**config.mk**
```make
export PLATFORM = sky130hd
export DESIGN_NAME = chs_cell
export DESIGN_NICKNAME = d
export VERILOG_FILES = /design/src/sv/chs_pkg.sv /design/src/sv/chs_cell.sv
export SDC_FILE = /design/constraint.sdc
export NUM_CORES = 1
export LEC_CHECK = 0
export BUFFER_PORTS_ARGS = -buffer_cell sky130_fd_sc_hd__buf_2
export CORE_ASPECT_RATIO = 0.8
export CORE_UTILIZATION = 30
export CTS_CLUSTER_DIAMETER = 150
export DETAILED_ROUTE_END_ITERATION = 7
export GPL_TIMING_DRIVEN = 1
export PLACE_DENSITY = 0.7
export SKIP_LAST_GASP = 1
export SLEW_MARGIN = 30
export SYNTH_ARGS = -nofsm -noshare
export SYNTH_HDL_FRONTEND = slang
export SYNTH_SLANG_ARGS = --single-unit
```
**constraint.sdc**
```tcl
create_clock -name clk -period 1.8 [get_ports clk]
set_input_delay 0.09 -clock clk [delete_from_list [all_inputs] [get_ports clk]]
set_output_delay 0.09 -clock clk [all_outputs]
set_load 0.005 [all_outputs]
```
**src/sv/chs_pkg.sv**
```systemverilog
// Shared types and constants for the convex hull stack scan core.
package chs_pkg;

    localparam int XW = 29;
    localparam int YW = 28;
    localparam int PW = XW + YW + 2;

    typedef logic signed [XW-1:0] coord_x_t;
    typedef logic signed [YW-1:0] coord_y_t;

    typedef struct packed {
        coord_x_t x;
        coord_y_t y;
    } point_t;

    typedef enum logic [1:0] {
        CELL_HOLD,
        CELL_PUSH,
        CELL_POP
    } cell_op_t;

    typedef enum logic [2:0] {
        ST_IDLE,
        ST_MUL,
        ST_CMP,
        ST_PUSH,
        ST_DRAIN
    } state_t;

endpackage

```
**src/sv/chs_cell.sv**
```systemverilog
// One stack cell: holds a point and shifts with its neighbours on push and pop.
module chs_cell (
    input  logic              clk,
    input  chs_pkg::cell_op_t op,
    input  chs_pkg::point_t   from_above,
    input  chs_pkg::point_t   from_below,
    output chs_pkg::point_t   q
);
    import chs_pkg::*;

    point_t pt_reg;
    point_t pt_next;

    always_comb
    begin
        unique case (op)
            CELL_PUSH: pt_next = from_above;
            CELL_POP:  pt_next = from_below;
            default:   pt_next = pt_reg;
        endcase
    end

    always_ff @(posedge clk)
    begin
        pt_reg <= pt_next;
    end

    assign q = pt_reg;

endmodule

```
==> impl_metrics.py, run 1 <==
metrics = {
    "place": {
        "placed_cells": 402,
        "portBuffers": 173,
        "dp_hpwl_um": 4080,
        "routabilityCongestion": 0.675,
        "placed_cell_area_um2": 3580,
    },
    "timing": {
        "max_freq_ghz": 1.05,
        "final.setup.tns_ns": 0,
        "finalHoldViolCount": 0,
        "worst_slew_pin_slew_ns": 0.292,
        "period_share": 0.530,
        "fin_crit_ns": 0.953,
        "rsz0062_at_grt": "no",
        "finalSetupViolCount": 0,
        "whs_ns": 0.0569,
        "slew_headroom": 0.805,
        "drv_slew": 0,
    },
    "logic_synthesis": {
        "synthMuxAreaShare": 0.297,
        "yosysTopAreaCell": "edfxtp_1",
        "synth_common_cells": "edfxtp_1 (57), mux2_4 (30), mux2_2 (27)",
        "synth_top_family_by_area": "multiplexers",
        "yosysSeqAreaShare": 0.674,
        "synth.net_count": 241,
        "synth_area_um2": 2540,
        "post_synth_num_cell_types": 7,
        "synth_adder_area_share": 0.00492,
        "ys_top_cells_by_area": "edfxtp_1 (67%), mux2_4 (18%), mux2_2 (12%), buf_6 (1.8%), ha_1 (0.49%)",
        "yosys.area.top_type_share": 0.674,
        "synth-xor-area-share": 0,
        "avgSynthCellArea_um2": 20.7,
        "synthFlopType": "edfxtp_1",
        "synthMostInstantiatedCell": "edfxtp_1",
        "synth_seq_cells": 57,
        "synthArstFlopShare": 0,
        "synth_edf_count": 57,
        "synthSimpleGateAreaFrac": 0,
        "yosys_warnings": 0,
        "synth_compound_area_frac": 0,
        "syn_inst": 123,
    },
    "worst_hold_path": {
        "hold_path_startpoint": "from_below[27]",
        "min_path_cells": 2,
        "min_to": "q[27]",
        "hp-class": "input pin to flop",
    },
    "detailed_routing": {
        "final_antenna_net_count": 0,
        "wl_per_cell_um": 12.7,
        "vias_per_cell": 4.17,
        "vias": 1737,
        "wl_um": 5300,
        "dr.first_iter.drc_count": 29,
        "drc_errors": 0,
        "drtPass1Iterations": 4,
    },
    "final_layout": {
        "final_util": 0.467,
        "diodes": 0,
        "postLayoutCellArea_um2": 3760,
        "drive_gt1_frac": 0.803,
        "fin_nets": 423,
        "layout.cells.non_filler": 417,
        "largest_reg_flops": 57,
        "synthToLayoutAreaGrowth_pct": 47.9,
    },
    "critical_path": {
        "worst-endpoint-required_ns": 1.88,
        "cp_max_fo": 31,
        "slowest_delay_ns": 0.36,
        "cp_num_buf_inv": 3,
        "startpoint_type": "input pin",
        "crit_type": "input pin to flop",
        "worst_setup_path_end_kind": "flop",
        "crit_chain": "buf_2 -> inv_1 -> ha_4 -> buf_12 -> mux2_2",
        "worst_path_max_delay_cell": "mux2_2",
        "critPathArrivalTime_ns": 1.03,
        "crit_family": "buffers and inverters",
        "cp.depth": 5,
    },
    "power_and_ir_drop": {
        "ir_drop_mv": 0.342,
        "power_frac_clock": 0.315,
        "comb_power_share": 0.175,
        "p_sw_frac": 0.218,
        "internal-power_w": 0.00266,
        "p_sw_w": 0.000743,
        "power_density_nw_per_um2": 906,
        "p_seq_frac": 0.509,
        "leakagePower_nw": 1.70,
    },
    "clock_network": {
        "clockBufferDepth": 2,
        "cts_buffers": 9,
        "root_buffer": "clkbuf_8",
        "cts-resized-gates": 0,
        "cts_tree": "done",
        "clkSinkCount": 57,
        "post-cts-setup-buffer-count": 0,
        "clk_pin_slew_worst_paths_ns": 0.06,
        "htreeDepth": 3,
        "hold_buffers": 0,
    },
    "global_route": {
        "grt_antenna_before_repair": 0,
        "top_usage_layer": "met2",
        "grt_overflow": 0,
        "met2_usage": 0.219,
        "grt_max_degree": 32,
        "grt_usage": 0.125,
        "grt_use_met1": 0.126,
        "grt_pass1_wl_um": 8160,
        "met3_usage": 0.0551,
        "grt_pass1_vias": 1805,
    },
    "run": {
        "drv_cap": 0,
    },
    "floorplanning": {
        "die_h_um": 84.3,
        "io_pins": 174,
        "die_area_um2": 8850,
        "initial_core_util": 0.315,
        "die_x_um": 105,
        "coreArea_um2": 8060,
        "rows": 29,
    },
    "outcome": {
        "status": "finished clean",
    },
}
==> worst max-delay path by stage <==
stage	startpoint	endpoint	slack (ns)
global placement	op[0]	q[5]	0.50
CTS	q[32]	q[32]	0.82
finish	op[0]	q[13]	0.85
floorplan	op[0]	q[0]	0.18
detailed placement	op[0]	q[5]	0.49
global route	op[0]	q[20]	0.80
==> layer usage <==
metal	vias to the layer above	part of all wire
li1	845	-
met1	786	0.39
met2	99	0.51
met3	7	0.092
met4	0	0.016
met5	-	0
==> stage by stage <==
stage / setup slack (ns) / power [W]
2_1_floorplan: 0.178 / 0.00200
3_3_place_gp: 0.501 / 0.00236
3_5_place_dp: 0.491 / 0.00237
4_1_cts: 0.822 / 0.00349
5_1_grt: 0.800 / 0.00359
6_report: 0.847 / 0.00340
==> cells by family after synthesis <==
| group | count (synthesis) |
|---|---|
| multiplexers | 57 |
| adder cells (fa/ha/maj) | 1 |
| buffers and inverters | 8 |
| flip-flops | 57 |
==> layout make-up <==
type	instances	area [um^2]
Clock buffer	10	128
Clock inverter	5	47.5
Fill cell	749	4300
Inverter	2	11.3
Multi-Input combinational cell	58	779
Sequential cell	57	1710
Tap cell	108	135
Timing Repair Buffer	177	946
==> cells in the final DEF, fill, tap and decap left out <==
cell type,n
buf_2,173
edfxtp_1,57
mux2_4,30
mux2_2,27
clkbuf_8,9
buf_12,4
clkinv_2,2
clkinv_1,2
inv_1,1
clkinvlp_4,1
ha_4,1
clkbuf_1,1
bufinv_16,1
==> power groups by stage <==
stage | clock network (W) | logic, W | registers, W
3_3_place_gp | 0 | 0.000599 | 0.00176
5_1_grt | 0.00119 | 0.000651 | 0.00175
4_1_cts | 0.00114 | 0.000612 | 0.00174
2_1_floorplan | 0 | 0.000210 | 0.00179
6_report | 0.00107 | 0.000597 | 0.00173
3_5_place_dp | 0 | 0.000609 | 0.00176
Power figures use the tool's default switching activity.
==> inputs of run 2 (changes only) <==
--- a/config.mk
+++ b/config.mk
@@ -5,6 +5,7 @@
 export SDC_FILE = /design/constraint.sdc
 export NUM_CORES = 1
 export LEC_CHECK = 0
+export ABC_AREA = 1
 export BUFFER_PORTS_ARGS = -buffer_cell sky130_fd_sc_hd__buf_2
 export CORE_ASPECT_RATIO = 0.8
 export CORE_UTILIZATION = 30
==> constraint.sdc (replaced) <==
create_clock -name clk -period 0.8 [get_ports clk]
set_input_delay 0.04 -clock clk [delete_from_list [all_inputs] [get_ports clk]]
set_output_delay 0.04 -clock clk [all_outputs]
set_load 0.005 [all_outputs]
==> impl_metrics.py, run 2 <==
metrics = {
    "place": {
        "routabilityCongestion": 0.717,
        "portBuffers": 173,
        "dp_hpwl_um": 4560,
        "placed_cells": 521,
    },
    "floorplanning": {
        "io_pins": 174,
        "die_h_um": 82.8,
        "initial_core_util": 0.310,
        "rows": 29,
        "die_x_um": 103,
    },
    "clock_network": {
        "clockBufferDepth": 2,
        "htreeDepth": 3,
        "cts_buffers": 9,
        "cts-resized-gates": 0,
        "post-cts-setup-buffer-count": 0,
        "root_buffer": "clkbuf_8",
        "hold_buffers": 108,
        "clkSinkCount": 57,
    },
    "logic_synthesis": {
        "syn_inst": 244,
        "synthArstFlopShare": 0,
        "yosys.area.top_type_share": 0.699,
        "synth_seq_cells": 57,
        "ys_top_cells_by_area": "edfxtp_1 (70%), nand2_1 (26%), buf_4 (1.5%), buf_2 (1.4%), ha_1 (0.51%)",
        "yosysTopAreaCell": "edfxtp_1",
        "synthFlopType": "edfxtp_1",
        "post_synth_num_cell_types": 7,
        "synth.net_count": 362,
        "synth_common_cells": "nand2_1 (171), edfxtp_1 (57), buf_2 (7)",
        "synth_edf_count": 57,
        "synth_area_um2": 2450,
        "yosys_warnings": 0,
        "synthMostInstantiatedCell": "nand2_1",
        "yosysSeqAreaShare": 0.699,
        "avgSynthCellArea_um2": 10.0,
    },
    "outcome": {
        "status": "did not finish",
        "stop_error": "[ERROR RSZ-0060] Max buffer count reached.",
        "stop_stage": "clock tree synthesis (4_1_cts)",
    },
}
[run 2: cell count changes after synthesis, sizes merged]
| cell | before | now |
|---|---|---|
| buf | 6 | 12 |
| mux2 | 57 | 0 |
| inv | 2 | 3 |
| nand2 | 0 | 171 |
[run 2: kinds of logic after synthesis]
| kind of cell | after synthesis | synth area share |
|---|---|---|
| buffers and inverters | 15 | 0.0342 |
| AND/OR/NAND/NOR | 171 | 0.262 |
| adder cells (fa/ha/maj) | 1 | 0.00511 |
| flip-flops | 57 | 0.699 |
[run 2: stage by stage]
step                area (um^2)  worst slack, ns  utilization  TNS, ns
detailed placement         3510           -0.328        0.444   -25.62
global placement           3510           -0.308        0.444   -23.95
floorplan                  2510           -0.698            -   -40.33
==> inputs of run 3 (changes only) <==
--- a/config.mk
+++ b/config.mk
@@ -7,12 +7,10 @@
 export LEC_CHECK = 0
 export ABC_AREA = 1
 export BUFFER_PORTS_ARGS = -buffer_cell sky130_fd_sc_hd__buf_2
-export CORE_ASPECT_RATIO = 0.8
-export CORE_UTILIZATION = 30
-export CTS_CLUSTER_DIAMETER = 150
+export CORE_UTILIZATION = 20
 export DETAILED_ROUTE_END_ITERATION = 7
 export GPL_TIMING_DRIVEN = 1
-export PLACE_DENSITY = 0.7
+export PLACE_DENSITY_LB_ADDON = 0.15
 export SKIP_LAST_GASP = 1
 export SLEW_MARGIN = 30
 export SYNTH_ARGS = -nofsm -noshare
==> constraint.sdc (replaced) <==
create_clock -name clk -period 1.05 [get_ports clk]
set_input_delay 0.0525 -clock clk [delete_from_list [all_inputs] [get_ports clk]]
set_output_delay 0.0525 -clock clk [all_outputs]
set_load 0.005 [all_outputs]
==> impl_metrics.py, run 3 <==
metrics = {
    "critical_path": {
        "worst_setup_path_end_kind": "output pin",
        "startpoint_type": "flop",
        "worst-endpoint-required_ns": 1.00,
        "cp_max_fo": 1,
        "cp.depth": 1,
        "critPathArrivalTime_ns": 0.84,
        "crit_type": "flop to output pin",
        "crit_chain": "buf_2",
        "worst_path_max_delay_cell": "edfxtp_1",
        "cp_num_buf_inv": 1,
        "slowest_delay_ns": 0.38,
        "crit_family": "flip-flops",
    },
    "power_and_ir_drop": {
        "leakagePower_nw": 2.09,
        "power_frac_clock": 0.376,
        "ir_drop_mv": 0.496,
        "p_seq_frac": 0.455,
        "p_sw_w": 0.00150,
        "power_density_nw_per_um2": 1560,
        "p_sw_frac": 0.229,
        "internal-power_w": 0.00505,
        "comb_power_share": 0.169,
    },
    "detailed_routing": {
        "final_antenna_net_count": 0,
        "vias_per_cell": 3.81,
        "wl_um": 6550,
        "dr.first_iter.drc_count": 63,
        "vias": 2325,
        "drc_errors": 0,
        "drtPass1Iterations": 4,
        "wl_per_cell_um": 10.7,
    },
    "logic_synthesis": {
        "avgSynthCellArea_um2": 10.0,
        "syn_inst": 244,
        "synthMuxAreaShare": 0,
        "synthSimpleGateAreaFrac": 0.262,
        "synth_compound_area_frac": 0,
        "post_synth_num_cell_types": 7,
        "synth_adder_area_share": 0.00511,
        "synthArstFlopShare": 0,
        "synth_common_cells": "nand2_1 (171), edfxtp_1 (57), buf_2 (7)",
        "yosys_warnings": 0,
        "synth_seq_cells": 57,
        "synth-xor-area-share": 0,
        "synth.net_count": 362,
        "synth_area_um2": 2450,
        "synth_edf_count": 57,
        "yosysTopAreaCell": "edfxtp_1",
        "ys_top_cells_by_area": "edfxtp_1 (70%), nand2_1 (26%), buf_4 (1.5%), buf_2 (1.4%), ha_1 (0.51%)",
        "yosysSeqAreaShare": 0.699,
        "synth_top_family_by_area": "simple AND/OR/NAND/NOR gates",
        "synthMostInstantiatedCell": "nand2_1",
        "synthFlopType": "edfxtp_1",
        "yosys.area.top_type_share": 0.699,
    },
    "timing": {
        "finalSetupViolCount": 0,
        "drv_slew": 0,
        "finalHoldViolCount": 0,
        "final.setup.tns_ns": 0,
        "fin_crit_ns": 0.888,
        "rsz0062_at_grt": "no",
        "final.setup.worst_slack_ns": 0.162,
        "slew_headroom": 0.840,
        "max_freq_ghz": 1.13,
        "period_share": 0.846,
        "worst_slew_pin_slew_ns": 0.240,
    },
    "final_layout": {
        "layout_common_cells": "buf_2 (173), nand2_1 (171), edfxtp_1 (57)",
        "layout_commonest_cell": "buf_2",
        "diodes": 0,
        "largest_reg_flops": 57,
        "nFillCells": 1246,
        "synthToLayoutAreaGrowth_pct": 71.6,
        "drive_gt1_frac": 0.422,
        "fin_nets": 578,
        "layout.cells.non_filler": 611,
    },
    "clock_network": {
        "hold_buffers": 37,
        "clkSinkCount": 57,
        "cts_tree": "done",
        "cts-resized-gates": 0,
        "clockBufferDepth": 2,
        "post-cts-setup-buffer-count": 0,
        "htreeDepth": 3,
        "clk_pin_slew_worst_paths_ns": 0.05,
        "cts_buffers": 9,
        "root_buffer": "clkbuf_16",
    },
    "place": {
        "dp_hpwl_um": 4680,
        "dp_slack_ns": -0.0154,
        "portBuffers": 173,
        "placed_cells": 558,
        "routabilityCongestion": 0.640,
    },
    "global_route": {
        "grt_pass1_wl_um": 10200,
        "grt_use_met1": 0.122,
        "met2_usage": 0.168,
        "met3_usage": 0.0448,
        "grt_max_degree": 58,
        "top_usage_layer": "met2",
        "grt_antenna_before_repair": 0,
        "grt_usage": 0.104,
        "grt_pass1_vias": 2162,
        "grt_overflow": 0,
    },
    "floorplanning": {
        "initial_core_util": 0.205,
        "die_h_um": 113,
        "die_area_um2": 12700,
        "coreArea_um2": 12000,
        "rows": 40,
        "io_pins": 174,
        "die_x_um": 113,
    },
    "worst_hold_path": {
        "hp-class": "input pin to flop",
        "min_path_cells": 3,
    },
    "outcome": {
        "status": "finished clean",
    },
    "run": {
        "drv_cap": 0,
    },
}
run 3: cell type report:
| cell class | count | area, um^2 | share of cell area |
|---|---|---|---|
| clock inverter | 5 | 23.8 | 0.00565 |
| clock buffer | 10 | 229 | 0.0545 |
| timing repair buffer | 217 | 1370 | 0.325 |
| multi-input combinational | 172 | 667 | 0.159 |
| inverter | 3 | 22.5 | 0.00536 |
| sequential | 57 | 1710 | 0.407 |
| tap | 147 | 184 | 0.0437 |
run 3: path summary, 6_finish.rpt:
path / start / end / slack [ns]
hold / removal: from_above[30] / q[30] / 0.01
setup / recovery: q[14] / q[14] / 0.16
run 3: stage by stage:
step            util  hold slack (ns)  total power [W]  area, um^2
2_1_floorplan      -            0.231          0.00337        2470
3_3_place_gp   0.299            0.323          0.00404        3570
3_5_place_dp   0.299            0.324          0.00405        3570
4_1_cts        0.351         0.000145          0.00670        4190
5_1_grt        0.351          0.00488          0.00697        4200
6_report       0.351           0.0128          0.00655        4200
run 3: cells by family after synthesis:
kind of cell | Yosys count
simple gates | 171
fa+ha+maj | 1
buf+inv | 15
flops | 57
run 3: power groups by stage:
stage	Sequential (W)	Clock (W)	Combinational, W
6_report	0.00298	0.00246	0.00111
5_1_grt	0.00301	0.00273	0.00123
4_1_cts	0.00299	0.00258	0.00113
3_5_place_dp	0.00303	0	0.00102
3_3_place_gp	0.00303	0	0.00102
2_1_floorplan	0.00309	0	0.000288
run 3: routing by layer:
layer / share of wire / up-vias
li1: - / 1212
met1: 0.44 / 1004
met2: 0.46 / 103
met3: 0.088 / 6
met4: 0.011 / 0
met5: 0 / -
